<file path="config.mk">
export PLATFORM = sky130hd
export DESIGN_NAME = sync_byte_frame_checksum_parser
export DESIGN_NICKNAME = d
export VERILOG_FILES = /design/src/rtl/sbfcp_pkg.sv /design/src/rtl/sync_byte_frame_checksum_parser.sv
export VERILOG_INCLUDE_DIRS = /design/src /design/src/rtl
export SDC_FILE = /design/constraint.sdc
export NUM_CORES = 1
export LEC_CHECK = 0
export BUFFER_PORTS_ARGS = -buffer_cell sky130_fd_sc_hd__buf_2
export CORE_ASPECT_RATIO = 1.25
export CORE_MARGIN = 3
export CORE_UTILIZATION = 50
export CTS_CLUSTER_DIAMETER = 150
export DETAILED_ROUTE_END_ITERATION = 7
export GPL_ROUTABILITY_DRIVEN = 1
export PLACE_DENSITY = 0.78
export SLEW_MARGIN = 20
export SYNTH_ARGS = -nofsm -noshare
export SYNTH_HDL_FRONTEND = slang
export SYNTH_SLANG_ARGS = --single-unit
export TNS_END_PERCENT = 20
</file>
<file path="constraint.sdc">
create_clock -name clk_i -period 6.8 [get_ports clk_i]
set_clock_uncertainty 0.05 [all_clocks]
set_input_delay 0.34 -clock clk_i [delete_from_list [all_inputs] [get_ports clk_i]]
set_output_delay 0.34 -clock clk_i [all_outputs]
set_load 0.01 [all_outputs]
</file>
<file path="src/rtl/sync_byte_frame_checksum_parser_defines.svh">
// Assertion macros for the frame parser.
`ifndef SYNC_BYTE_FRAME_CHECKSUM_PARSER_DEFINES_SVH
`define SYNC_BYTE_FRAME_CHECKSUM_PARSER_DEFINES_SVH

`ifndef SYNTHESIS
// Same-cycle implication, sampled on clk_i, off while rst_ni is low.
`define SBFCP_ASSERT_NOW(label, ante, cons) \
  label: assert property (@(posedge clk_i) disable iff (!rst_ni) (ante) |-> (cons)) \
    else $error("sbfcp assertion failed");
// Next-cycle implication, sampled on clk_i, off while rst_ni is low.
`define SBFCP_ASSERT_NEXT(label, ante, cons) \
  label: assert property (@(posedge clk_i) disable iff (!rst_ni) (ante) |=> (cons)) \
    else $error("sbfcp assertion failed");
`else
`define SBFCP_ASSERT_NOW(label, ante, cons)
`define SBFCP_ASSERT_NEXT(label, ante, cons)
`endif

`endif

</file>
<file path="src/rtl/sbfcp_pkg.sv">
// Shared types and constants of the frame parser.
`default_nettype none

package sbfcp_pkg;

  localparam int unsigned ByteW   = 8;
  localparam int unsigned GapW    = 16;
  localparam int unsigned StatusW = 2;
  localparam int unsigned PhaseW  = 3;
  localparam int unsigned CfgAddrW = 1;
  localparam int unsigned CfgDataW = 16;

  // Register indexes of the configuration port
  localparam logic [CfgAddrW-1:0] CfgGapTimeout = 1'd0;
  localparam logic [CfgAddrW-1:0] CfgStartCode  = 1'd1;

  localparam logic [GapW-1:0]  GapTimeoutReset = 16'd2000;
  localparam logic [ByteW-1:0] StartCodeReset  = 8'd1;

  // Result status codes
  localparam logic [StatusW-1:0] StatusOk      = 2'd0;
  localparam logic [StatusW-1:0] StatusChkErr  = 2'd1;
  localparam logic [StatusW-1:0] StatusTimeout = 2'd2;

  // Parser phases
  localparam logic [PhaseW-1:0] PhHunt   = 3'd0;
  localparam logic [PhaseW-1:0] PhSteer  = 3'd1;
  localparam logic [PhaseW-1:0] PhThrot  = 3'd2;
  localparam logic [PhaseW-1:0] PhButton = 3'd3;
  localparam logic [PhaseW-1:0] PhCheck  = 3'd4;

  typedef struct packed {
    logic [ByteW-1:0]   buttons;
    logic [ByteW-1:0]   throttle;
    logic [ByteW-1:0]   steer;
    logic [StatusW-1:0] status;
  } result_t;

endpackage

`default_nettype wire

</file>
<file path="src/rtl/sync_byte_frame_checksum_parser.sv">
// Start-byte frame parser with additive checksum, top level.
// Throughput: one byte or tick per cycle while s_axis_tready is high.
// Parse state updates on the input transfer; results are registered.
// Results go to an output register backed by one skid register, so input keeps
// flowing while a result waits; s_axis_tready drops only while the skid is full.
// Reset (rst_ni low, asynchronous): hunting, held values zero, registers to defaults.
`default_nettype none
`include "sync_byte_frame_checksum_parser_defines.svh"

module sync_byte_frame_checksum_parser
  import sbfcp_pkg::*;
(
  input  wire logic                clk_i,
  input  wire logic                rst_ni,
  // Configuration write port
  input  wire logic                cfg_we_i,
  input  wire logic [CfgAddrW-1:0] cfg_addr_i,
  input  wire logic [CfgDataW-1:0] cfg_data_i,
  // Input stream
  input  wire logic                s_axis_tvalid,
  output logic                     s_axis_tready,
  input  wire logic [7:0]          s_axis_tdata,   // [7:0] rx_byte
  input  wire logic                s_axis_tuser,   // [0] func: 0 byte, 1 tick
  // Result stream
  output logic                     m_axis_tvalid,
  input  wire logic                m_axis_tready,
  output logic [23:0]              m_axis_tdata,   // [7:0] steering_angle,
                                                   // [15:8] throttle_level,
                                                   // [23:16] button_bits
  output logic [StatusW-1:0]       m_axis_tuser    // [1:0] status
);

  // Configuration registers
  logic [GapW-1:0]  gap_timeout_q;
  logic [ByteW-1:0] start_code_q;

  always_ff @(posedge clk_i or negedge rst_ni) begin
    if (!rst_ni) begin
      gap_timeout_q <= GapTimeoutReset;
      start_code_q  <= StartCodeReset;
    end else if (cfg_we_i) begin
      unique case (cfg_addr_i)
        CfgGapTimeout: gap_timeout_q <= cfg_data_i;
        CfgStartCode:  start_code_q  <= cfg_data_i[ByteW-1:0];
        default: ;
      endcase
    end
  end

  // Parser state
  logic [PhaseW-1:0] phase_q, phase_d;
  logic [GapW-1:0]   gap_q, gap_d;
  logic [ByteW-1:0]  pend_steer_q, pend_steer_d;
  logic [ByteW-1:0]  pend_throt_q, pend_throt_d;
  logic [ByteW-1:0]  pend_btn_q, pend_btn_d;
  logic [ByteW-1:0]  held_steer_q, held_steer_d;
  logic [ByteW-1:0]  held_throt_q, held_throt_d;
  logic [ByteW-1:0]  held_btn_q, held_btn_d;

  // Output register and skid register
  result_t out_q, out_d, skid_q, skid_d;
  logic    out_valid_q, out_valid_d, skid_valid_q, skid_valid_d;

  logic             in_xfer, out_xfer;
  logic             is_tick, collecting;
  logic [GapW-1:0]  gap_inc;
  logic [ByteW-1:0] sum;
  logic             res_valid;
  result_t          res;

  assign s_axis_tready = !skid_valid_q;
  assign in_xfer       = s_axis_tvalid && s_axis_tready;
  assign out_xfer      = out_valid_q && m_axis_tready;

  assign is_tick    = s_axis_tuser;
  assign collecting = (phase_q == PhSteer) || (phase_q == PhThrot) ||
                      (phase_q == PhButton) || (phase_q == PhCheck);
  // Saturate the silence count at all ones
  assign gap_inc    = (gap_q == {GapW{1'b1}}) ? gap_q : gap_q + 1'b1;
  assign sum        = pend_steer_q + pend_throt_q + pend_btn_q;

  always_comb begin
    phase_d      = phase_q;
    gap_d        = gap_q;
    pend_steer_d = pend_steer_q;
    pend_throt_d = pend_throt_q;
    pend_btn_d   = pend_btn_q;
    held_steer_d = held_steer_q;
    held_throt_d = held_throt_q;
    held_btn_d   = held_btn_q;
    res_valid    = 1'b0;
    res.status   = StatusOk;

    if (in_xfer) begin
      if (is_tick) begin
        // Ticks only count while a frame is open
        if (collecting) begin
          gap_d = gap_inc;
          if (gap_inc >= gap_timeout_q) begin
            phase_d    = PhHunt;
            gap_d      = '0;
            res_valid  = 1'b1;
            res.status = StatusTimeout;
          end
        end
      end else begin
        gap_d = '0;
        unique case (phase_q)
          PhSteer: begin
            pend_steer_d = s_axis_tdata;
            phase_d      = PhThrot;
          end
          PhThrot: begin
            pend_throt_d = s_axis_tdata;
            phase_d      = PhButton;
          end
          PhButton: begin
            pend_btn_d = s_axis_tdata;
            phase_d    = PhCheck;
          end
          PhCheck: begin
            phase_d   = PhHunt;
            res_valid = 1'b1;
            if (s_axis_tdata == sum) begin
              held_steer_d = pend_steer_q;
              held_throt_d = pend_throt_q;
              held_btn_d   = pend_btn_q;
              res.status   = StatusOk;
            end else begin
              res.status = StatusChkErr;
            end
          end
          // Hunting, and unused codes act as hunting
          default: begin
            phase_d = (s_axis_tdata == start_code_q) ? PhSteer : PhHunt;
          end
        endcase
      end
    end

    // Results carry the held values after this item's update
    res.steer    = held_steer_d;
    res.throttle = held_throt_d;
    res.buttons  = held_btn_d;
  end

  // Two-entry result queue: output register in front, skid behind it
  always_comb begin
    out_d        = out_q;
    out_valid_d  = out_valid_q;
    skid_d       = skid_q;
    skid_valid_d = skid_valid_q;
    if (!out_valid_q || out_xfer) begin
      if (skid_valid_q) begin
        // Advance the skid entry; input is stalled so no new result now
        out_d        = skid_q;
        out_valid_d  = 1'b1;
        skid_valid_d = 1'b0;
      end else begin
        out_d       = res;
        out_valid_d = res_valid;
      end
    end else if (res_valid) begin
      // Hold the stalled output, park the new result
      skid_d       = res;
      skid_valid_d = 1'b1;
    end
  end

  always_ff @(posedge clk_i or negedge rst_ni) begin
    if (!rst_ni) begin
      phase_q      <= PhHunt;
      gap_q        <= '0;
      pend_steer_q <= '0;
      pend_throt_q <= '0;
      pend_btn_q   <= '0;
      held_steer_q <= '0;
      held_throt_q <= '0;
      held_btn_q   <= '0;
      out_valid_q  <= 1'b0;
      skid_valid_q <= 1'b0;
    end else begin
      phase_q      <= phase_d;
      gap_q        <= gap_d;
      pend_steer_q <= pend_steer_d;
      pend_throt_q <= pend_throt_d;
      pend_btn_q   <= pend_btn_d;
      held_steer_q <= held_steer_d;
      held_throt_q <= held_throt_d;
      held_btn_q   <= held_btn_d;
      out_valid_q  <= out_valid_d;
      skid_valid_q <= skid_valid_d;
    end
  end

  always_ff @(posedge clk_i) begin
    out_q  <= out_d;
    skid_q <= skid_d;
  end

  assign m_axis_tvalid = out_valid_q;
  assign m_axis_tdata  = {out_q.buttons, out_q.throttle, out_q.steer};
  assign m_axis_tuser  = out_q.status;

  // Skid entry never exists without the output entry in front of it
  `SBFCP_ASSERT_NOW(a_skid_behind_out, skid_valid_q, out_valid_q)
  // Silence count is only nonzero inside a frame
  `SBFCP_ASSERT_NOW(a_gap_in_frame, gap_q != '0, collecting)
  // Ticks while hunting leave the phase alone
  `SBFCP_ASSERT_NEXT(a_tick_hunt, in_xfer && is_tick && (phase_q == PhHunt),
                     phase_q == PhHunt)
  // A good check byte loads the held values from the pending bytes
  `SBFCP_ASSERT_NEXT(a_ok_loads_held,
                     in_xfer && !is_tick && (phase_q == PhCheck) && (s_axis_tdata == sum),
                     (held_steer_q == $past(pend_steer_q)) &&
                     (held_throt_q == $past(pend_throt_q)) &&
                     (held_btn_q == $past(pend_btn_q)))

endmodule

`default_nettype wire
</file>
Yosys cells after proc, flatten, opt, wreduce, memory -nomap -nowiden
Cells that the tools add are included.
{ "word_totals": {"mem_count": 0, "latchBits": 0, "inputBits": 31, "ramBits": 0, "wordCells": 89, "romBits": 0, "ff_bits": 145} }
{ "classes": {"mul": 0, "n_div": 0, "n_reduce_logical": 17, "n_shift": 0, "n_eq_ne": 9, "n_bitwise": 3, "add_sub_neg": 3, "order_cmp": 1, "n_mux": 36} }
{ "op_table": {"columns": ["cell", "n"], "rows": [
  ["8-bit two-way mux", 12],
  ["16-bit two-way mux", 4],
  ["26-bit two-way mux", 1],
  ["16-bit by 1-bit adder with 16-bit output, second input constant", 1],
  ["8-bit adder", 2],
  ["16-bit equality test, second input constant", 1],
  ["8-bit equality test", 2],
  ["16-bit greater-or-equal comparator", 1],
  ["3-bit case mux with 4 select lines", 1],
  ["3-bit AND reduction", 4],
  ["1-bit two-way mux", 11],
  ["3-bit two-way mux", 3],
  ["2-bit two-way mux", 4],
  ["2-bit AND reduction", 4],
  ["3-bit by 2-bit equality test with 1-bit output, second input constant", 2],
  ["1-bit logical OR", 4],
  ["2-bit by 1-bit != test with 1-bit output, second input constant", 2],
  ["3-bit by 1-bit equality test with 1-bit output, second input constant", 1],
  ["3-bit equality test, second input constant", 1],
  ["1-bit inverter", 3],
  ["1-bit logical AND", 2],
  ["1-bit logical NOT", 2],
  ["2-bit nonzero test", 1]
]} }

Logic depth before layout (Yosys ltp)
{ "logic_depth": {"word_depth": 9, "mapped_depth": 16, "ltp_nobuf": 15} }

Worst setup path before layout
Ideal clock, no wire load.
{ "synth_path": {"path_kind": "register -> register", "start": "register gap_q[3]", "end": "register skid_q[0] (netlist bit) (enable)", "setup_ps": 442, "setup_slack_ps": 1604, "period_less_slack_ps": 5196, "t_arrival_ps": 4704, "n_path_buf": 1, "path_stages_with_launch": 15, "path_cell_list": "dfrtp_1 > clkbuf_1 > nand4_1 > nor3_1 > nand2_1 > nand4_1 > nor2_1 > xor2_1 > ha_1 > a21oi_1 > o21ai_0 > a41oi_1 > o21ai_0 > a21oi_1 > nor3_1"} }
{ "synth_via": {"elab_chain_cells": 8} }
{ "synth_lines": {"columns": ["element", "line", "source"], "rows": [
  ["start, declared", "sync_byte_frame_checksum_parser.sv:52", "logic [GapW-1:0] gap_q, gap_d;"],
  ["start signal, assigned", "sync_byte_frame_checksum_parser.sv:184", "gap_q <= gap_d;"],
  ["16-bit by 1-bit adder with 16-bit output / 16-bit equality test (equally long branches)", "sync_byte_frame_checksum_parser.sv:79", "assign gap_inc = (gap_q == {GapW{1'b1}}) ? gap_q : gap_q + 1'b1;"],
  ["16-bit two-way mux *", "sync_byte_frame_checksum_parser.sv:79", null],
  ["16-bit greater-or-equal comparator *", "sync_byte_frame_checksum_parser.sv:99", "if (gap_inc >= gap_timeout_q) begin"],
  ["1-bit two-way mux *", "sync_byte_frame_checksum_parser.sv:99", null],
  ["1-bit two-way mux *", "sync_byte_frame_checksum_parser.sv:97", "if (collecting) begin"],
  ["1-bit two-way mux *", "sync_byte_frame_checksum_parser.sv:95", "if (is_tick) begin"],
  ["1-bit two-way mux *", "sync_byte_frame_checksum_parser.sv:94", "if (in_xfer) begin"],
  ["2-bit AND reduction (no line) *", null, null],
  ["end signal, assigned", "sync_byte_frame_checksum_parser.sv:198", "skid_q <= skid_d;"],
  ["end, declared", "sync_byte_frame_checksum_parser.sv:61", "result_t out_q, out_d, skid_q, skid_d;"]
]} }
Mark *: on every way between the ends. The rest lies on a longest branch, timed or not.
A chain may end at the register's enable or synchronous reset.

Worst setup path after layout
{ "layout_path": {"start": "register gap_q[0]", "end": "register skid_q[15] (netlist bit) (enable)"} }
The elaborated chain is that of the path after synthesis.

==> run_results.csv <==
group,metric,value,unit
status,outcome,"finished, final reports clean",
routing,vias_per_cell,5.57,
power,leakage,3.81,nW
worst_setup_path,cp_num_buf_inv,1,
floorplanning,die_y,137,µm
power,p_clk_share,36.1,%
floorplanning,io_pins,59,
cts,insertion_delay,0.42,ns
global_route,antenna_found_initial,0,
job,drv_cap,0,
power,switching_share,29.3,%
floorplanning,die_area,0.0152,mm²
logic_synthesis,synth_largest_area_cell,"dfrtp_1",
logic_synthesis,syn-num-nets,578,
worst_setup_path,cp.required,6.83,ns
sta,tns,0,ns
worst_setup_path,slowest_delay,0.58,ns
worst_setup_path,path_class,"reg2reg",
placement,hpwl,10200,µm
routing,drt_drc_violations_left,0,
logic_synthesis,ys_top_cells_by_count,"dfrtp_1 (86), mux2_2 (63), edfxtp_1 (52), nand2_1 (32), o21ai_0 (32)",
logic_synthesis,synth_cells,516,
cts,cts_root_buf,"clkbuf_16",
power,combPwrFrac,23.8,%
logic_synthesis,synth_top_area_share,31.3,%
sta,slew_violations,0,
logic_synthesis,synth.area.top_cells,"dfrtp_1 (31%), edfxtp_1 (23%), mux2_2 (10%)",
worst_setup_path,ff2ff_setup_slack,2.02,ns
cts,clock-sinks,145,
placement,portBuffers,58,
cts,cts_max_path_buffers,2,
logic_synthesis,ys_warn_count,0,
cells_and_area,syn_to_final_growth,16.4,%
floorplanning,initial_utilization,51.6,%
worst_setup_path,r2r_cells,16,
sta,rsz0062_at_grt,"no",
power,seq_power_share,40.1,%
min_path,holdCritPathClass,"in2reg",
global_route,grt.total_usage,20.6,%
sta,hold_violations,0,
min_path,hold_depth,3,
worst_setup_path,cp.arrival,4.81,ns
logic_synthesis,syn_avg_cell_area,13.3,µm²
worst_setup_path,worst-path-max-fanout,26,
cts,htreeDepth,4,
cts,cts.clk_slew.worst_paths,0.06,ns
placement,place_area,0.00736,mm²
cells_and_area,finish.utilization,60.1,%
logic_synthesis,ys_seq_area_share,56.6,%
sta,slew-limit-headroom,47.5,%
routing,postRouteAntennaNets,0,
logic_synthesis,ys_ff_latch,145,
min_path,hp-start,"cfg_data_i[11]",
floorplanning,die_x,111,µm
logic_synthesis,synth_cell_types,50,
logic_synthesis,synth_flop_cell,"dfrtp_1",
sta,setup_violations,0,
worst_setup_path,cp_top_family,"simple AND/OR/NAND/NOR gates",
worst_setup_path,cpMaxStageDelayCell,"o21ai_0",
sta,tightestPinTransition,0.784,ns
routing,drtIter0Drc,276,
global_route,grt_first_pass_wirelength,23900,µm
placement,routabilityCongestion,0.865,
cells_and_area,nets,649,
global_route,overflow,0,
worst_setup_path,crit_chain,"ha_1 > nand2_1 > nor3_1 > nand2_1 > nand4_1 > nor2_1 > xor2_1 > ha_1 > a211o_1 > a21oi_1 > o21ai_0 > a41oi_1 > o21ai_0 > a21oi_1 > nor3_2 > buf_4",
sta,max_freq,209,MHz
cts,cts_made_buffers,17,
sta,min_period,4.78,ns
sta,period_share,70.4,%
logic_synthesis,synth.most_common_cell,"dfrtp_1",
routing,wl,14400,µm
worst_setup_path,start_kind,"flop",
global_route,grt_pass1_vias,4564,
logic_synthesis,ys_async_sr_fraction,64.1,%
min_path,min_to,"gap_timeout_q[11]$_DFFE_PN0P_",
power,irDropWorstVdd,159,µV
routing,dr.pass1.iters,4,
power,p_per_area,345,mW/mm²
worst_setup_path,reg2reg_from,"gap_q[0]$_DFFE_PN0P_",
power,power.net_switching,0.810,mW
power,p_int,1.95,mW
cells_and_area,fin_area,0.00802,mm²
logic_synthesis,synth_edf_count,52,
routing,vias,4297,
routing,wl_per_cell,18.7,µm
floorplanning,coreArea,0.0133,mm²
worst_setup_path,endpoint_kind,"flop",
global_route,grt_max_degree,48,
cts,tritoncts,"built",
cells_and_area,n_antenna_cell,0,
floorplanning,rows,47,
cells_and_area,final_layout_size_suffix_gt1_share,32.2,%
worst_setup_path,timing.rr.end,"skid_q[15]$_DFFE_PP_",
logic_synthesis,syn_area,0.00689,mm²
## cell families (layout without fill, tap and decap cells)
kind of cell	Yosys count	after routing	share of synthesized area, %
DFF	145	145	56.6
xor gates and xnor gates	32	32	4.27
AOI/OAI and AO/OA	90	90	8.52
buffers and inverters	35	119	2.27
and+or+nand+nor	100	100	7.18
adders and majority gates	31	31	6.50
muxes	83	83	14.7
## worst reg2reg max path, cell delays in order, from the launching register on
cell and delay, ns:
dfrtp_1 0.45, ha_1 0.21, nand2_1 0.09, nor3_1 0.41, nand2_1 0.37, nand4_1 0.29
nor2_1 0.08, xor2_1 0.31, ha_1 0.24, a211o_1 0.10, a21oi_1 0.03, o21ai_0 0.09
a41oi_1 0.20, o21ai_0 0.58, a21oi_1 0.31, nor3_2 0.22, buf_4 0.38
## repair_timing
item / 4_1_cts / 5_1_grt
hold endpoints to repair: 39 / 0
hold buffers: 1 / 0
resized for setup: 0 / 0
buffers inserted: 0 / 0
## routing by layer
metal  global-route usage, %  routed length [µm]  vias to the layer above
met5                       0                   0                        -
met4                    9.79                 394                        0
met3                    4.61                 508                       28
met2                    37.1                7720                      108
met1                    23.3                5810                     2140
li1                        -                   -                     2021
## flip-flops by register name, summed over array words and instances, names as in the netlist
signal / flops
gap_q: 16
gap_timeout_q: 16
held_btn_q: 8
held_steer_q: 8
held_throt_q: 8
m_axis_tdata: 24
m_axis_tuser: 2
m_axis_tvalid: 1
pend_btn_q: 8
pend_steer_q: 8
pend_throt_q: 8
phase_q: 3
skid_q: 26
skid_valid_q: 1
start_code_q: 8
## power by group through the flow
stage | clock network, mW | registers (mW) | logic (mW)
finish | 0.997 | 1.11 | 0.659
global route | 1.05 | 1.12 | 0.739
CTS | 1.01 | 1.11 | 0.662
detailed placement | 0 | 1.12 | 0.652
global placement | 0 | 1.11 | 0.633
floorplan | 0 | 1.09 | 0.510
## layout by cell type (no fill, tap or decap), types with 15 or more instances in the layout
cell type,netlist,routed
dfrtp_1,86,86
mux2_2,63,63
buf_2,0,57
edfxtp_1,52,52
nand2_1,32,32
o21ai_0,32,32
ha_1,23,23
inv_1,21,21
mux2_4,20,20
nor2_1,19,19
xor2_1,17,17
clkbuf_16,0,17
a21oi_1,15,15
## per-stage QoR
stage | setup WS (ns) | hold slack (ns) | total power, mW | instances
after detailed placement | 2.09 | 0.335 | 1.78 | 737
after floorplan | 1.60 | -0.00559 | 1.60 | 516
final | 2.02 | 0.0755 | 2.76 | 771
after global placement | 2.35 | 0.323 | 1.75 | 737
after CTS | 2.07 | 0.0617 | 2.78 | 770
after global routing | 1.59 | 0.0660 | 2.91 | 771
## worst max path at each step
stage,from,endpoint,slack [ns],cells past startpoint
detailed placement,gap_q[0]$_DFFE_PN0P_,skid_q[6]$_DFFE_PP_,2.09,16
finish,gap_q[0]$_DFFE_PN0P_,skid_q[15]$_DFFE_PP_,2.02,16
global route,gap_q[0]$_DFFE_PN0P_,skid_q[7]$_DFFE_PP_,1.59,16
floorplan,gap_q[3]$_DFFE_PN0P_,skid_q[0]$_DFFE_PP_,1.60,14
CTS,gap_q[0]$_DFFE_PN0P_,skid_q[6]$_DFFE_PP_,2.07,16
global placement,gap_q[0]$_DFFE_PN0P_,skid_q[6]$_DFFE_PP_,2.35,16
## final cells by class
cell class | count | area [µm²]
Timing Repair Buffer | 65 | 348
Multi-Input combinational cell | 336 | 2840
Fill cell | 1064 | 5330
Sequential cell | 145 | 3900
Clock inverter | 12 | 180
Tap cell | 171 | 214
Inverter | 22 | 82.6
Clock buffer | 20 | 457
Note: power is estimated with default switching activity, not from simulation.
